<file path="src/rtl/core/glitch_pulse_sequencer_macros.svh">
// Assertion macros shared by the glitch pulse sequencer RTL.
`ifndef GLITCH_PULSE_SEQUENCER_MACROS_SVH
`define GLITCH_PULSE_SEQUENCER_MACROS_SVH

// Same-cycle implication, checked at every rising clock edge outside reset.
`define GPS_ASSERT_NOW(label, clk, rst, ante, cons, msg) \
   label: assert property (@(posedge clk) disable iff (rst) (ante) |-> (cons)) \
      else $error(msg);

// Next-cycle implication, checked at every rising clock edge outside reset.
`define GPS_ASSERT_NEXT(label, clk, rst, ante, cons, msg) \
   label: assert property (@(posedge clk) disable iff (rst) (ante) |=> (cons)) \
      else $error(msg);

`endif

</file>
<file path="src/rtl/core/gps_pkg.sv">
// Types, codes and constants of the glitch pulse sequencer.
package gps_pkg;

   localparam int CSR_DATA_W  = 32;
   localparam int CSR_INDEX_W = 3;
   localparam int COUNT_W     = 32;
   localparam int MARKER_TICKS = 10;

   localparam logic [CSR_INDEX_W-1:0] CSR_PRE_DELAY       = 3'd0;
   localparam logic [CSR_INDEX_W-1:0] CSR_PULSE_TICKS     = 3'd1;
   localparam logic [CSR_INDEX_W-1:0] CSR_COOLDOWN_TICKS  = 3'd2;
   localparam logic [CSR_INDEX_W-1:0] CSR_REPEAT_COUNT    = 3'd3;
   localparam logic [CSR_INDEX_W-1:0] CSR_SELECT_TIMEOUT  = 3'd4;
   localparam logic [CSR_INDEX_W-1:0] CSR_PING_TIMEOUT    = 3'd5;
   localparam logic [CSR_INDEX_W-1:0] CSR_SUCCESS_TIMEOUT = 3'd6;
   localparam logic [CSR_INDEX_W-1:0] CSR_RESTORE_MASK    = 3'd7;

   localparam int MASK_CORE_BIT = 0;
   localparam int MASK_SOC_BIT  = 1;

   localparam logic [1:0] OP_TICK     = 2'd0;
   localparam logic [1:0] OP_ARM      = 2'd1;
   localparam logic [1:0] OP_START    = 2'd2;
   localparam logic [1:0] OP_RESERVED = 2'd3;

   localparam logic [1:0] ST_PENDING = 2'd0;
   localparam logic [1:0] ST_OK      = 2'd1;
   localparam logic [1:0] ST_FAILED  = 2'd2;
   localparam logic [1:0] ST_INVALID = 2'd3;

   localparam logic [1:0] REQ_NONE  = 2'd0;
   localparam logic [1:0] REQ_PULSE = 2'd1;
   localparam logic [1:0] REQ_SOC   = 2'd2;
   localparam logic [1:0] REQ_CORE  = 2'd3;

   localparam logic [1:0] RES_RUNNING    = 2'd0;
   localparam logic [1:0] RES_BROKEN     = 2'd1;
   localparam logic [1:0] RES_SUCCESS    = 2'd2;
   localparam logic [1:0] RES_SEND_ERROR = 2'd3;

   typedef enum logic [4:0] {
      PH_IDLE          = 5'd0,
      PH_SELWAIT       = 5'd1,
      PH_PRE           = 5'd2,
      PH_SEND_PULSE    = 5'd3,
      PH_HOLD          = 5'd4,
      PH_SEND_SOC      = 5'd5,
      PH_SEND_CORE     = 5'd6,
      PH_COOL          = 5'd7,
      PH_ERR_CORE      = 5'd8,
      PH_ERR_SOC       = 5'd9,
      PH_ERR_CORE_LAST = 5'd10,
      PH_PING_WAIT     = 5'd11,
      PH_PING_LOW      = 5'd12,
      PH_SUCCESS_WAIT  = 5'd13,
      PH_MARK_BROKEN   = 5'd14,
      PH_MARK_RUNNING  = 5'd15,
      PH_MARK_SUCCESS  = 5'd16
   } phase_type;

   typedef struct packed {
      logic [1:0] operation;
      logic       select_low;
      logic [1:0] send_status;
   } req_type;

   typedef struct packed {
      logic       trigger_level;
      logic [1:0] send_request;
      logic       broken_marker;
      logic       running_marker;
      logic       success_marker;
      logic       result_valid;
      logic [1:0] result_code;
      logic       select_was_low;
      logic       busy_res;
   } rsp_type;

endpackage

</file>
<file path="src/rtl/core/gps_stream_if.sv">
// Valid/ready stream interface that carries one payload per beat.
interface gps_stream_if #(parameter type payload_type = logic) ();
   logic        valid;
   logic        ready;
   payload_type payload;

   modport source (output valid, output payload, input ready);
   modport sink (input valid, input payload, output ready);
endinterface

</file>
<file path="src/rtl/core/glitch_pulse_sequencer.sv">
// Top level of the tick-driven glitch pulse sequencer.
//
//   channel   | direction | payload                 | beat taken when
//   ----------+-----------+-------------------------+------------------------
//   req_chan  | in        | gps_pkg::req_type       | valid && ready
//   rsp_chan  | out       | gps_pkg::rsp_type       | valid && ready
//   csr_*     | in        | index, 32-bit data      | csr_wr_en
//
// Each req beat is one tick and yields exactly one rsp beat, from the result register, in the cycle after it is taken.
// The phase update and the result are computed combinationally into the result
// register, so a new beat is taken every cycle while rsp is drained.
// req_chan.ready drops only while a result is held and rsp_chan.ready is low.
// Reset is synchronous and restores every register except rsp_data_ff to its documented value.
`include "glitch_pulse_sequencer_macros.svh"

module glitch_pulse_sequencer (
   input  logic                               clock,
   input  logic                               reset,
   gps_stream_if.sink                         req_chan,
   gps_stream_if.source                       rsp_chan,
   input  logic                               csr_wr_en,
   input  logic [gps_pkg::CSR_INDEX_W-1:0]    csr_index,
   input  logic [gps_pkg::CSR_DATA_W-1:0]     csr_wr_data
);
   import gps_pkg::*;

   logic [COUNT_W-1:0] pre_delay_ff, pulse_ticks_ff, cooldown_ticks_ff, repeat_count_ff;
   logic [COUNT_W-1:0] select_timeout_ff, ping_timeout_ff, success_timeout_ff;
   logic [1:0]         restore_mask_ff;

   phase_type          phase_ff, phase_in;
   logic [COUNT_W-1:0] tick_ff, tick_in;
   logic [COUNT_W-1:0] repeats_ff, repeats_in;
   logic               armed_ff, armed_in;
   logic               sel_flag_ff, sel_flag_in;

   logic               rsp_valid_ff;
   rsp_type            rsp_data_ff, rsp_data_in;

   req_type            req;
   logic               req_accept;
   logic               st_ok, st_bad, restore_core, restore_soc;
   logic               tick_zero, timed_done;
   logic [COUNT_W-1:0] tick_dec, pre_load, marker_load;
   phase_type          repeat_phase;
   logic [COUNT_W-1:0] repeat_ticks;
   logic               res_valid;
   logic [1:0]         res_code;
   logic               trig;
   logic [1:0]         send_req;

   assign req          = req_chan.payload;
   assign req_chan.ready = !rsp_valid_ff || rsp_chan.ready;
   assign req_accept   = req_chan.valid && req_chan.ready;
   assign rsp_chan.valid   = rsp_valid_ff;
   assign rsp_chan.payload = rsp_data_ff;

   always_ff @(posedge clock) begin
      if (reset) begin
         pre_delay_ff       <= '0;
         pulse_ticks_ff     <= '0;
         cooldown_ticks_ff  <= '0;
         repeat_count_ff    <= COUNT_W'(1);
         select_timeout_ff  <= '0;
         ping_timeout_ff    <= '0;
         success_timeout_ff <= '0;
         restore_mask_ff    <= '0;
      end else if (csr_wr_en) begin
         case (csr_index)
            CSR_PRE_DELAY:       pre_delay_ff       <= csr_wr_data;
            CSR_PULSE_TICKS:     pulse_ticks_ff     <= csr_wr_data;
            CSR_COOLDOWN_TICKS:  cooldown_ticks_ff  <= csr_wr_data;
            CSR_REPEAT_COUNT:    repeat_count_ff    <= csr_wr_data;
            CSR_SELECT_TIMEOUT:  select_timeout_ff  <= csr_wr_data;
            CSR_PING_TIMEOUT:    ping_timeout_ff    <= csr_wr_data;
            CSR_SUCCESS_TIMEOUT: success_timeout_ff <= csr_wr_data;
            CSR_RESTORE_MASK:    restore_mask_ff    <= csr_wr_data[1:0];
            default: ;
         endcase
      end
   end

   always_ff @(posedge clock) begin
      if (reset) begin
         phase_ff    <= PH_IDLE;
         tick_ff     <= '0;
         repeats_ff  <= '0;
         armed_ff    <= 1'b0;
         sel_flag_ff <= 1'b0;
      end else if (req_accept) begin
         phase_ff    <= phase_in;
         tick_ff     <= tick_in;
         repeats_ff  <= repeats_in;
         armed_ff    <= armed_in;
         sel_flag_ff <= sel_flag_in;
      end
   end

   always_ff @(posedge clock) begin
      if (reset) begin
         rsp_valid_ff <= 1'b0;
      end else if (req_accept) begin
         rsp_valid_ff <= 1'b1;
      end else if (rsp_chan.ready) begin
         rsp_valid_ff <= 1'b0;
      end
   end

   always_ff @(posedge clock) begin
      if (req_accept) begin
         rsp_data_ff <= rsp_data_in;
      end
   end

   assign st_ok        = (req.send_status == ST_OK);
   assign st_bad       = (req.send_status inside {ST_FAILED, ST_INVALID});
   assign restore_core = restore_mask_ff[MASK_CORE_BIT];
   assign restore_soc  = restore_mask_ff[MASK_SOC_BIT];
   assign tick_zero    = (tick_ff == '0);
   assign tick_dec     = tick_ff - COUNT_W'(1);
   assign timed_done   = (tick_ff <= COUNT_W'(1));
   assign pre_load     = (pulse_ticks_ff <= pre_delay_ff) ? (pre_delay_ff - pulse_ticks_ff) : '0;
   assign marker_load  = COUNT_W'(MARKER_TICKS - 1);
   assign repeat_phase = (repeats_ff < repeat_count_ff) ? PH_SEND_PULSE : PH_PING_WAIT;
   assign repeat_ticks = (repeats_ff < repeat_count_ff) ? '0 : ping_timeout_ff;

   always_comb begin
      phase_in    = phase_ff;
      tick_in     = tick_ff;
      repeats_in  = repeats_ff;
      armed_in    = armed_ff;
      sel_flag_in = sel_flag_ff;
      res_valid   = 1'b0;
      res_code    = RES_RUNNING;

      case (phase_ff)
         PH_IDLE: begin
            if (req.operation == OP_START) begin
               repeats_in = '0;
               phase_in   = PH_PRE;
               tick_in    = pre_load;
            end else if (req.operation == OP_ARM) begin
               armed_in = 1'b1;
            end else if (armed_ff && req.select_low) begin
               phase_in = PH_SELWAIT;
               tick_in  = select_timeout_ff;
            end
         end
         PH_SELWAIT: begin
            if (tick_zero) begin
               phase_in = PH_IDLE;
               tick_in  = '0;
            end else if (req.select_low) begin
               tick_in = tick_dec;
            end else begin
               armed_in   = 1'b0;
               repeats_in = '0;
               phase_in   = PH_PRE;
               tick_in    = pre_load;
            end
         end
         PH_PRE, PH_COOL: begin
            if (timed_done) begin
               phase_in = repeat_phase;
               tick_in  = repeat_ticks;
            end else begin
               tick_in = tick_dec;
            end
         end
         PH_SEND_PULSE: begin
            if (st_ok) begin
               phase_in = PH_HOLD;
               tick_in  = pulse_ticks_ff;
            end else if (st_bad) begin
               if (restore_core) begin
                  phase_in = PH_ERR_CORE;
                  tick_in  = '0;
               end else if (restore_soc) begin
                  phase_in = PH_ERR_SOC;
                  tick_in  = '0;
               end else begin
                  phase_in  = PH_IDLE;
                  tick_in   = '0;
                  res_valid = 1'b1;
                  res_code  = RES_SEND_ERROR;
               end
            end
         end
         PH_HOLD: begin
            if (timed_done) begin
               if (restore_soc) begin
                  phase_in = PH_SEND_SOC;
                  tick_in  = '0;
               end else if (restore_core) begin
                  phase_in = PH_SEND_CORE;
                  tick_in  = '0;
               end else begin
                  sel_flag_in = req.select_low;
                  repeats_in  = repeats_ff + COUNT_W'(1);
                  phase_in    = PH_COOL;
                  tick_in     = cooldown_ticks_ff;
               end
            end else begin
               tick_in = tick_dec;
            end
         end
         PH_SEND_SOC: begin
            if (st_ok) begin
               if (restore_core) begin
                  phase_in = PH_SEND_CORE;
                  tick_in  = '0;
               end else begin
                  sel_flag_in = req.select_low;
                  repeats_in  = repeats_ff + COUNT_W'(1);
                  phase_in    = PH_COOL;
                  tick_in     = cooldown_ticks_ff;
               end
            end else if (st_bad) begin
               if (restore_core) begin
                  phase_in = PH_ERR_CORE_LAST;
                  tick_in  = '0;
               end else begin
                  phase_in  = PH_IDLE;
                  tick_in   = '0;
                  res_valid = 1'b1;
                  res_code  = RES_SEND_ERROR;
               end
            end
         end
         PH_SEND_CORE: begin
            if (st_ok) begin
               sel_flag_in = req.select_low;
               repeats_in  = repeats_ff + COUNT_W'(1);
               phase_in    = PH_COOL;
               tick_in     = cooldown_ticks_ff;
            end else if (st_bad) begin
               phase_in  = PH_IDLE;
               tick_in   = '0;
               res_valid = 1'b1;
               res_code  = RES_SEND_ERROR;
            end
         end
         PH_ERR_CORE: begin
            if (req.send_status != ST_PENDING) begin
               if (restore_soc) begin
                  phase_in = PH_ERR_SOC;
                  tick_in  = '0;
               end else begin
                  phase_in  = PH_IDLE;
                  tick_in   = '0;
                  res_valid = 1'b1;
                  res_code  = RES_SEND_ERROR;
               end
            end
         end
         PH_ERR_SOC, PH_ERR_CORE_LAST: begin
            if (req.send_status != ST_PENDING) begin
               phase_in  = PH_IDLE;
               tick_in   = '0;
               res_valid = 1'b1;
               res_code  = RES_SEND_ERROR;
            end
         end
         PH_PING_WAIT: begin
            if (tick_zero) begin
               phase_in = PH_MARK_BROKEN;
               tick_in  = marker_load;
            end else if (req.select_low) begin
               phase_in = PH_PING_LOW;
               tick_in  = select_timeout_ff;
            end else begin
               tick_in = tick_dec;
            end
         end
         PH_PING_LOW: begin
            if (tick_zero) begin
               phase_in = PH_MARK_BROKEN;
               tick_in  = marker_load;
            end else if (!req.select_low) begin
               phase_in = PH_SUCCESS_WAIT;
               tick_in  = success_timeout_ff;
            end else begin
               tick_in = tick_dec;
            end
         end
         PH_SUCCESS_WAIT: begin
            if (tick_zero) begin
               phase_in = PH_MARK_RUNNING;
               tick_in  = marker_load;
            end else if (req.select_low) begin
               phase_in = PH_MARK_SUCCESS;
               tick_in  = marker_load;
            end else begin
               tick_in = tick_dec;
            end
         end
         PH_MARK_BROKEN, PH_MARK_RUNNING, PH_MARK_SUCCESS: begin
            if (!tick_zero) begin
               tick_in = tick_dec;
            end else begin
               phase_in  = PH_IDLE;
               tick_in   = '0;
               res_valid = 1'b1;
               if (phase_ff == PH_MARK_BROKEN) begin
                  res_code = RES_BROKEN;
               end else if (phase_ff == PH_MARK_RUNNING) begin
                  res_code = RES_RUNNING;
               end else begin
                  res_code = RES_SUCCESS;
               end
            end
         end
         default: begin
            phase_in = PH_IDLE;
            tick_in  = '0;
         end
      endcase

      trig     = 1'b0;
      send_req = REQ_NONE;
      case (phase_in)
         PH_PRE, PH_HOLD: begin
            trig = 1'b1;
         end
         PH_SEND_PULSE: begin
            trig     = 1'b1;
            send_req = REQ_PULSE;
         end
         PH_SEND_SOC, PH_ERR_SOC: begin
            trig     = 1'b1;
            send_req = REQ_SOC;
         end
         PH_SEND_CORE, PH_ERR_CORE, PH_ERR_CORE_LAST: begin
            trig     = 1'b1;
            send_req = REQ_CORE;
         end
         default: ;
      endcase

      rsp_data_in.trigger_level  = trig;
      rsp_data_in.send_request   = send_req;
      rsp_data_in.broken_marker  = (phase_in == PH_MARK_BROKEN);
      rsp_data_in.running_marker = (phase_in == PH_MARK_RUNNING);
      rsp_data_in.success_marker = (phase_in == PH_MARK_SUCCESS);
      rsp_data_in.result_valid   = res_valid;
      rsp_data_in.result_code    = res_code;
      rsp_data_in.select_was_low = sel_flag_in;
      rsp_data_in.busy_res       = (phase_in != PH_IDLE);
   end

   `GPS_ASSERT_NOW(a_ready_when_empty, clock, reset, !rsp_valid_ff, req_chan.ready, "req_chan not ready while the result register is empty")
   `GPS_ASSERT_NOW(a_result_quiet, clock, reset, rsp_valid_ff && rsp_data_ff.result_valid, !rsp_data_ff.trigger_level && !rsp_data_ff.busy_res && !rsp_data_ff.broken_marker && !rsp_data_ff.running_marker && !rsp_data_ff.success_marker, "result beat shows trigger, busy or marker")
   `GPS_ASSERT_NOW(a_marker_bound, clock, reset, phase_ff == PH_MARK_BROKEN || phase_ff == PH_MARK_RUNNING || phase_ff == PH_MARK_SUCCESS, tick_ff < COUNT_W'(MARKER_TICKS), "marker counter out of range")
   `GPS_ASSERT_NEXT(a_busy_tracks_phase, clock, reset, req_accept, rsp_data_ff.busy_res == (phase_ff != PH_IDLE), "busy_res disagrees with the phase register")
   `GPS_ASSERT_NEXT(a_manual_start, clock, reset, req_accept && phase_ff == PH_IDLE && req.operation == OP_START, phase_ff == PH_PRE, "manual start did not enter the pre-delay")

endmodule

</file>
<file path="src/flat_wrapper.sv">
// flat-port wrapper written by rule: the top's interface ports become plain ports
module glitch_pulse_sequencer_flat import gps_pkg::*;
  (clock, reset, csr_wr_en, csr_index, csr_wr_data, req_chan_valid, req_chan_payload, req_chan_ready, rsp_chan_valid, rsp_chan_payload, rsp_chan_ready);
  gps_stream_if #(.payload_type(req_type)) req_chan_i ();
  gps_stream_if #(.payload_type(rsp_type)) rsp_chan_i ();
  input  logic clock;
  input  logic reset;
  input  logic csr_wr_en;
  input  logic [gps_pkg::CSR_INDEX_W-1:0] csr_index;
  input  logic [gps_pkg::CSR_DATA_W-1:0] csr_wr_data;
  input wire logic [$bits(req_chan_i.valid)-1:0] req_chan_valid;
  input wire logic [$bits(req_chan_i.payload)-1:0] req_chan_payload;
  output wire logic [$bits(req_chan_i.ready)-1:0] req_chan_ready;
  output wire logic [$bits(rsp_chan_i.valid)-1:0] rsp_chan_valid;
  output wire logic [$bits(rsp_chan_i.payload)-1:0] rsp_chan_payload;
  input wire logic [$bits(rsp_chan_i.ready)-1:0] rsp_chan_ready;
  assign req_chan_i.valid = req_chan_valid;
  assign req_chan_i.payload = req_chan_payload;
  assign req_chan_ready = req_chan_i.ready;
  assign rsp_chan_valid = rsp_chan_i.valid;
  assign rsp_chan_payload = rsp_chan_i.payload;
  assign rsp_chan_i.ready = rsp_chan_ready;
  glitch_pulse_sequencer u_core (.clock(clock), .reset(reset), .req_chan(req_chan_i), .rsp_chan(rsp_chan_i), .csr_wr_en(csr_wr_en), .csr_index(csr_index), .csr_wr_data(csr_wr_data));
endmodule
</file>
<file path="config.mk">
export PLATFORM = sky130hd
export DESIGN_NAME = glitch_pulse_sequencer_flat
export DESIGN_NICKNAME = d
export VERILOG_FILES = /design/src/rtl/core/gps_pkg.sv /design/src/rtl/core/gps_stream_if.sv /design/src/rtl/core/glitch_pulse_sequencer.sv /design/src/flat_wrapper.sv
export VERILOG_INCLUDE_DIRS = /design/src /design/src/rtl/core
export SDC_FILE = /design/constraint.sdc
export NUM_CORES = 1
export LEC_CHECK = 0
export BUFFER_PORTS_ARGS = -buffer_cell sky130_fd_sc_hd__buf_2
export CAP_MARGIN = 20
export CORE_UTILIZATION = 45
export CTS_BUF_LIST = sky130_fd_sc_hd__clkbuf_16
export DETAILED_ROUTE_END_ITERATION = 16
export SLEW_MARGIN = 20
export SYNTH_ARGS = -nofsm -noshare
export SYNTH_HDL_FRONTEND = slang
export SYNTH_SLANG_ARGS = --single-unit
</file>
<file path="constraint.sdc">
create_clock -name clock -period 3.55 [get_ports clock]
set_input_delay 0.71 -clock clock [delete_from_list [all_inputs] [get_ports clock]]
set_output_delay 0.71 -clock clock [all_outputs]
set_load 0.005 [all_outputs]
</file>
==> results summary, run 1 <==
The run finished with clean final reports. For this run, the total global-route usage over all layers was measured as 40.80%. The synthesis-to-layout area growth is 16.60%.

By area the synthesized netlist is led by dfxtp_1 (31%), nand2_1 (13%), a21oi_1 (9.6%). The finished layout holds 3360 standard cells, fillers aside. The number of buffers added to fix hold violations after cts came out at 0.

The reg2reg setup slack is 0.08 ns. At the pin with the least slew margin, the transition time is 1.200 ns. In the final timing run, aggregate negative setup slack is 0 ns. The largest family of logic cells by synthesized area is compound AO/OA/AOI/OAI gates. The primary flip-flop cell chosen by synthesis mapping is dfxtp_1. The count of standard-cell rows is 75.

The detailed router placed 21930 vias in this run. The highest achievable clock rate is 288.3 MHz. The layout net count came out at 2903. The maximum buffer depth of the clock tree came out at 3. The average wire per cell in the routed design came out at 27.01 um. The area of the core came out at 42040 sq um. The starting density of the core is 45.69%. The number of global-route vias before repair is 20330. The H-tree generated during clock tree synthesis spans 2 levels. The count of max-cap constraint violations came out at 0.

The top cell types in the final layout, fill and taps aside, are nand2_1 (649), a21oi_1 (364), dfxtp_1 (298), buf_4 (202), nor2_1 (132). Summing the areas of all and, or, nand and nor instances in the mapped netlist gives 26.47% of the synthesized area. The worst slack at placement came out at 0.03004 ns. The HPWL reported at the end of detailed placement is 64.76 mm. The number of clock buffers inserted by TritonCTS is 38. dfxtp_1 takes more of the synthesized area than any other cell. After synthesis, the netlist uses 91 different library cells. The layout has 4240 filler cells. The mean post-synth cell area came out at 7.159 sq um. In this run the worst hold path is classified as input pin to flip-flop. Entering global routing, the biggest net connects 65 pins. The cell count after placement came out at 3289. The number of design rule violations left after detail routing is 0. The number of flops mapped to enable cells by yosys is 11. The critical path in this run is classified as flip-flop to flip-flop.

The clock root buffer is clkbuf_16. The antenna diode count is 0. The period utilization came out at 97.71%. The sequential cell area came out at 6296 sq um. For this run, the number of Yosys warnings is 0. The cell area that synthesis handed to floorplanning was 19210 sq um. Of the post-synthesis cell area, the part taken by muxes is 0.3192%. The first global-routing pass estimated 132.5 mm of wire. Leaving out fill and tap cells, the most frequent cell in the layout is nand2_1. The number of pins with negative max-slew slack in the final report is 0.

The number of top-level design ports is 58. Summing the areas of all compound-gate instances in the mapped netlist gives 27.29% of the synthesized area. TritonCTS built the clock tree.

The relative slew slack is 19.91%. The number of vias per cell came out at 6.526. The tightest hold margin came out at 0.4162 ns. The fraction of synthesized cell area in xor and xnor cells came out at 3.101%. The final setup violation count came out at 0. The post-synthesis cell count is 2683. The initial antenna violation count is 2. The net count of the mapped netlist is 2795. The data required time at the worst endpoint came out at 3.87 ns.

The number of hold violations in the final report was 0. The floorplan step set the die width to 208.6 um. The worst-case clock skew is 0.01858 ns. The leakage power came out at 0.008220 uW.

In this run, the number of DRC markers left after iteration 0 of detailed routing was 2702. The total grt overflow came out at 0. The share of flip-flops with an asynchronous set or reset came out at 0%. The worst setup path is captured at a flip-flop.

Counting every sink on the clock net gives 309. The area taken by multi-input logic gates came out at 11960 sq um. The fraction of synthesized cell area taken by the top area cell type came out at 31.06%. The residual antenna-violating net count after detailed routing is 0. Buffers placed on the I/O ports in this run total 57. The die is 208.6 um tall. The endpoint arrival time on the critical path came out at 3.79 ns. The share of the Yosys chip area taken by registers is 32.78%. Subtracting the final worst setup slack from the clock period gives 3.469 ns. The worst voltage drop across the vdd grid came out at 0.4101 mV.

The die area is 43510 sq um. The largest fanout on the critical path came out at 6. The flip-flop and latch count after synthesis came out at 309. Power spread over the standard cell area amounts to 689.9 nW/um^2.

The adder and majority cell fraction of the synthesized area came out at 4.456%. The final worst slack is 0.08141 ns. The clock latency at the later pin of the worst-skew pair came out at 0.58 ns. The routability-driven placement congestion ratio is 1.064.

The first-pass iteration count of the detailed router came out at 7. The fraction of final layout cells with drive strength greater than 1 is 13.79%. The clock transition at the registers of the reported paths is 0.06 ns.

Summed over all layers, the routed wires come to 90.76 mm. The completed layout was analyzed and its total power is 15450 uW. The type of element launching the critical path is a flip-flop.
## where the power goes
| part | switching (uW) | total (uW) | internal [uW] |
|---|---|---|---|
| combinational | 5000 | 7630 | 2620 |
| sequential | 169 | 3820 | 3650 |
| clock | 1660 | 4010 | 2340 |
## worst max-delay path, stage by stage (launching register included)
cell and delay (ns):
dfxtp_1 0.31, or4_1 0.56, or4_4 0.63, or4_4 0.51, or4_4 0.60, a21boi_4 0.17
buf_4 0.14, o21ai_1 0.09, and4_1 0.20
## registers in the layout, indices dropped and copies added (netlist names)
name and count:
u_core.repeat_count_ff 32, u_core.ping_timeout_ff 32, u_core.tick_ff 32, u_core.restore_mask_ff 2, u_core.rsp_chan.valid 1, u_core.select_timeout_ff 32
u_core.success_timeout_ff 32, u_core.pre_delay_ff 32, u_core.repeats_ff 32, u_core.rsp_chan.payload 11, u_core.pulse_ticks_ff 32, u_core.armed_ff 1
u_core.cooldown_ticks_ff 32, u_core.sel_flag_ff 1, u_core.phase_ff 5
## repair_timing
action                     CTS  global route
buffers inserted             0             1
gates resized for setup      0             9
setup endpoints to repair    0            31
## Yosys cell counts (7+ instances only)
library cell and instances:
or3b_2 7, nor2b_1 13, dfxtp_1 298, nor4_1 27
buf_1 16, nand2b_1 16, clkbuf_1 171, a21oi_1 367
a32oi_1 12, ha_1 66, o21a_1 11, a31oi_1 21
a211oi_1 29, or3_1 24, a22oi_1 19, or4_1 14
nor3b_1 9, o221ai_1 7, nand3b_1 7, a311oi_1 18
a2111oi_0 8, o22ai_1 17, or2_2 11, a211o_1 7
inv_1 85, nand2_1 649, nor3_1 57, nor3_2 7
and3_1 20, nand4_1 32, xor2_1 27, o31a_1 7
nand3_1 49, o21ai_0 120, nor2_1 139, xnor2_1 41
o31ai_1 17, a221oi_1 29, and2_1 15, a21o_1 29
o21ai_1 7, edfxtp_1 11, o211ai_1 32
## cells by family after synthesis
| family | Yosys count |
|---|---|
| AOI/OAI and AO/OA | 831 |
| xor gates and xnor gates | 68 |
| adders and majority gates | 68 |
| buffers and inverters | 280 |
| DFF | 309 |
| muxes | 6 |
| and+or+nand+nor | 1121 |
## stage by stage
stage | util, % | cell area (sq um)
5_1_grt | 53.27 | 22400
3_5_place_dp | 50.12 | 21070
2_1_floorplan | - | 19210
3_3_place_gp | 50.12 | 21070
4_1_cts | 53.11 | 22330
6_report | 53.27 | 22400
## layer usage
metal / vias to the layer above / part of all wire (%) / GRT usage (%)
met3: 352 / 11 / 11.32
met4: 2 / 6.4 / 23.17
met2: 1409 / 42 / 60.88
met5: - / 0.012 / 0
met1: 10370 / 41 / 52.89
li1: 9798 / - / -
## final timing paths
check,end,cells past startpoint,start
worst max register to register,u_core.rsp_chan.payload[9],8,u_core.tick_ff[17]
worst max-delay path,u_core.rsp_chan.payload[9],8,u_core.tick_ff[17]
worst min-delay path,u_core.rsp_chan.valid,3,req_chan_valid
worst min register to register,u_core.pulse_ticks_ff[19],2,u_core.pulse_ticks_ff[19]
## layout make-up
| type | instances | share of cell area (%) |
|---|---|---|
| timing repair buffer | 263 | 8.442 |
| clock inverter | 30 | 1.151 |
| tap | 539 | 3.011 |
| multi-input combinational | 2094 | 53.39 |
| clock buffer | 40 | 4.470 |
| sequential | 309 | 28.11 |
| inverter | 85 | 1.425 |
No activity file was read; power rests on OpenSTA's default activity.
==> run 2: changes to the inputs <==
--- a/config.mk
+++ b/config.mk
@@ -8,7 +8,8 @@
 export LEC_CHECK = 0
 export BUFFER_PORTS_ARGS = -buffer_cell sky130_fd_sc_hd__buf_2
 export CAP_MARGIN = 20
-export CORE_UTILIZATION = 45
+export CORE_ASPECT_RATIO = 1.5
+export CORE_UTILIZATION = 38
 export CTS_BUF_LIST = sky130_fd_sc_hd__clkbuf_16
 export DETAILED_ROUTE_END_ITERATION = 16
 export SLEW_MARGIN = 20
==> run 2 against run 1 <==
  * Via count shrank 1.0%
  * Combinational power grew 6.9%
  * Die area grew 18%
  * Largest cell class unchanged
  * Final cell count grew 3.9%
  * Core utilization shrank 7.7 points
  * Design area grew 1.4%
  * Power grew 2.2%
  * Sequential share of layout area shrank 0.37 points
  * Maximum frequency shrank 1.3%
==> results summary, run 2 (same netlist as run 1, synthesis figures left out) <==
The antenna diode count is 0. The count of max-cap constraint violations is 0. The count of buffers added on input and output ports is 57.

The routability-driven placement congestion ratio came out at 1.091. The endpoint arrival time on the critical path is 4.01 ns. The cell with the biggest individual delay on the critical path is a2111o_1. The initial utilization of the core area, before any placement, comes to 38.57%. The clock transition at the registers of the reported paths is 0.07 ns. Setup violations remaining at the end of the flow were counted as 0. The worst hold path startpoint is req_chan_valid. The number of top-level design ports is 58. The power density of the placed cells is 695.4 nW/um^2.

Along the worst hold path, the cell count comes to 3. The sum of negative setup slack is 0 ns. The largest fanout on the critical path is 15. The global router's overall resource usage is 36.60%. The design draws 15780 uW. The maximum number of pins on one net before global-route repair came out at 69. The HPWL after detailed placement is 67.46 mm. The number of clock sinks came out at 309. The die covers 51470 sq um. The library cells used most frequently in the layout, excluding fill and tap cells, are nand2_1 (648), a21oi_1 (364), dfxtp_1 (296), buf_4 (206), nor2_1 (132). The worst voltage drop across the vdd grid is 0.4570 mV. The later pin in the worst-skew pair is clocked with a latency of 0.56 ns.

Measured along the y axis, the die boundary spans 277.4 um. In this design, the stage delay of the slowest critical-path cell is 0.58 ns. The global-route wire length before repair came out at 137.8 mm. Setup slack on the worst reg-to-reg path comes out at 0.04 ns. The number of design rule violations left after detail routing is 0.

The period utilization is 98.96%. The filler cells instantiated in the layout total 5163. Timing analysis after detailed placement gives a worst setup slack of -0.1123 ns. The count of standard-cell rows came out at 100. The final wirelength came out at 94.81 mm.

The startpoint identified for the worst register-to-register timing path is u_core.pulse_ticks_ff[2]. The path with the worst hold slack has its endpoint at u_core.rsp_chan.valid. The run finished with clean final reports. The path class of the tightest hold or removal check is input pin to flip-flop. The number of hold violations in the final report is 0. For the worst setup path, the data required time is 4.05 ns. The number of global-route vias before repair is 21040. The endpoint identified for the worst register-to-register timing path is u_core.tick_ff[15]. The worst-case clock skew is 0.01068 ns. The leakage power came out at 0.008262 uW. The layout net count is 2913. The final period demand of the worst path is 3.513 ns.

Measured in cells, the most critical reg-to-reg path has a length of 12. The horizontal die dimension is 185.6 um. The number of buffers added to fix hold violations after cts is 0.

Traced cell by cell, the critical path runs through inv_1, ha_1, a211oi_1, or3_1, a2111o_1, nand4b_1, a21oi_4, buf_12, buf_12, or4_1, a21oi_1, o31a_1. The DRC marker count from the first detailed-route iteration is 2464. Summed over all layers, the global routing overflow is 0. Setup repair after global routing left no endpoint under its margin. The TritonCTS clock tree is built. The final instance count without filler cells came out at 3491.

The residual antenna-violating net count after detailed routing came out at 0. The actual slew at the worst max-slew pin came out at 1.035 ns. Across all layers, the routed design uses 21700 vias. The highest achievable clock rate came out at 284.7 MHz. Counting stages on the worst path, the most repeated cell is buf_12. The maximum buffer depth of the clock tree is 3. The number of vias per cell came out at 6.217. The synthesis-to-layout area growth came out at 18.18%. The number of clock buffers inserted by TritonCTS is 35. The H-tree was split into 2 levels. The post-route netlist has 14.60% of its cells at a drive strength greater than 1.

The critical path is of the flip-flop to flip-flop type. The worst setup path is captured at a flip-flop. The final worst slack came out at 0.03704 ns. The cell sitting at the root of the clock tree is a clkbuf_16.

STA classifies the critical path startpoint as a flip-flop. The relative slew slack came out at 30.86%. The cell count after placement is 3419. The first-pass iteration count of the detailed router came out at 6.

Leaving out fill and tap cells, the most frequent cell in the layout is nand2_1. The number of pins with negative max-slew slack in the final report is 0. The initial antenna violation count is 0. The area of the core is 49800 sq um. The average wire per cell in the routed design is 27.16 um.
==> run 2: changes by cell type in the layout (fill, tap and decap cells not counted), moves of 4 or more <==
cell / before / now
inv_1: 91 / 86
clkinv_2: 5 / 9
buf_4: 202 / 206
clkbuf_16: 40 / 36
buf_12: 4 / 11
clkinv_1: 10 / 6
==> run 2: what timing repair did <==
| item | in CTS | in global routing |
|---|---|---|
| gates cloned | 0 | 0 |
| pin swaps | 0 | 9 |
| setup endpoints to repair | 12 | 35 |
| setup buffers | 0 | 7 |
| gates resized for setup | 2 | 22 |
==> run 2: worst max path at each step <==
stage | startpoint | slack [ns] | to | depth (start not counted)
after detailed placement | u_core.pulse_ticks_ff[0] | -0.11 | u_core.tick_ff[16] | 12
after floorplan | u_core.tick_ff[17] | 0.02 | u_core.rsp_chan.payload[9] | 12
after CTS | u_core.tick_ff[17] | 0.03 | u_core.repeats_ff[12] | 8
after global placement | u_core.pulse_ticks_ff[0] | -0.03 | u_core.tick_ff[16] | 12
final | u_core.pulse_ticks_ff[2] | 0.04 | u_core.tick_ff[15] | 12
after global routing | u_core.pulse_ticks_ff[2] | 0.007 | u_core.tick_ff[15] | 12
==> run 2: cell type report <==
cell class              count  area [sq um]  share of cell area (%)
well taps                 663         829.5                   3.655
clock inverters            28         265.3                   1.169
inverters                  85         319.1                   1.406
repair buffers            276          2083                   9.178
multi-input cells        2094         12000                   52.88
flip-flops and latches    309          6299                   27.75
clock buffers              36         900.9                   3.969
==> run 2: per-stage QoR <==
stage               hold slack, ns  area (sq um)  utilization [%]
global route                0.4519         22700            45.58
finish                      0.4189         22700            45.58
CTS                         0.4101         22530            45.23
floorplan                   0.4315         19210                -
global placement            0.4431         21340            42.86
detailed placement          0.4484         21340            42.86
==> run 2: where the power goes <==
part           total (uW)  internal, uW  switching, uW  leakage (uW)
sequential           3800          3650            156       0.00252
combinational        8160          2820           5340       0.00517
clock                3820          2160           1660      0.000575
total               15800          8620           7160       0.00826
==> run 2: routing by layer <==
metal | wire (um) | GRT usage [%] | share of wire (%) | up-vias
li1 | - | - | - | 9813
met1 | 35110 | 42.48 | 37 | 10330
met2 | 43210 | 58.70 | 46 | 1178
met3 | 8155 | 7.339 | 8.6 | 379
met4 | 8331 | 27.81 | 8.8 | 0
met5 | 0 | 0 | 0 | -
==> run 2: worst max-delay path: cells and delay by family (launching register included) <==
family | cells | cell delay, ns
buf+inv | 3 | 0.35
simple gates | 3 | 1.20
compound gates | 5 | 1.12
flops | 1 | 0.39
fa+ha+maj | 1 | 0.39
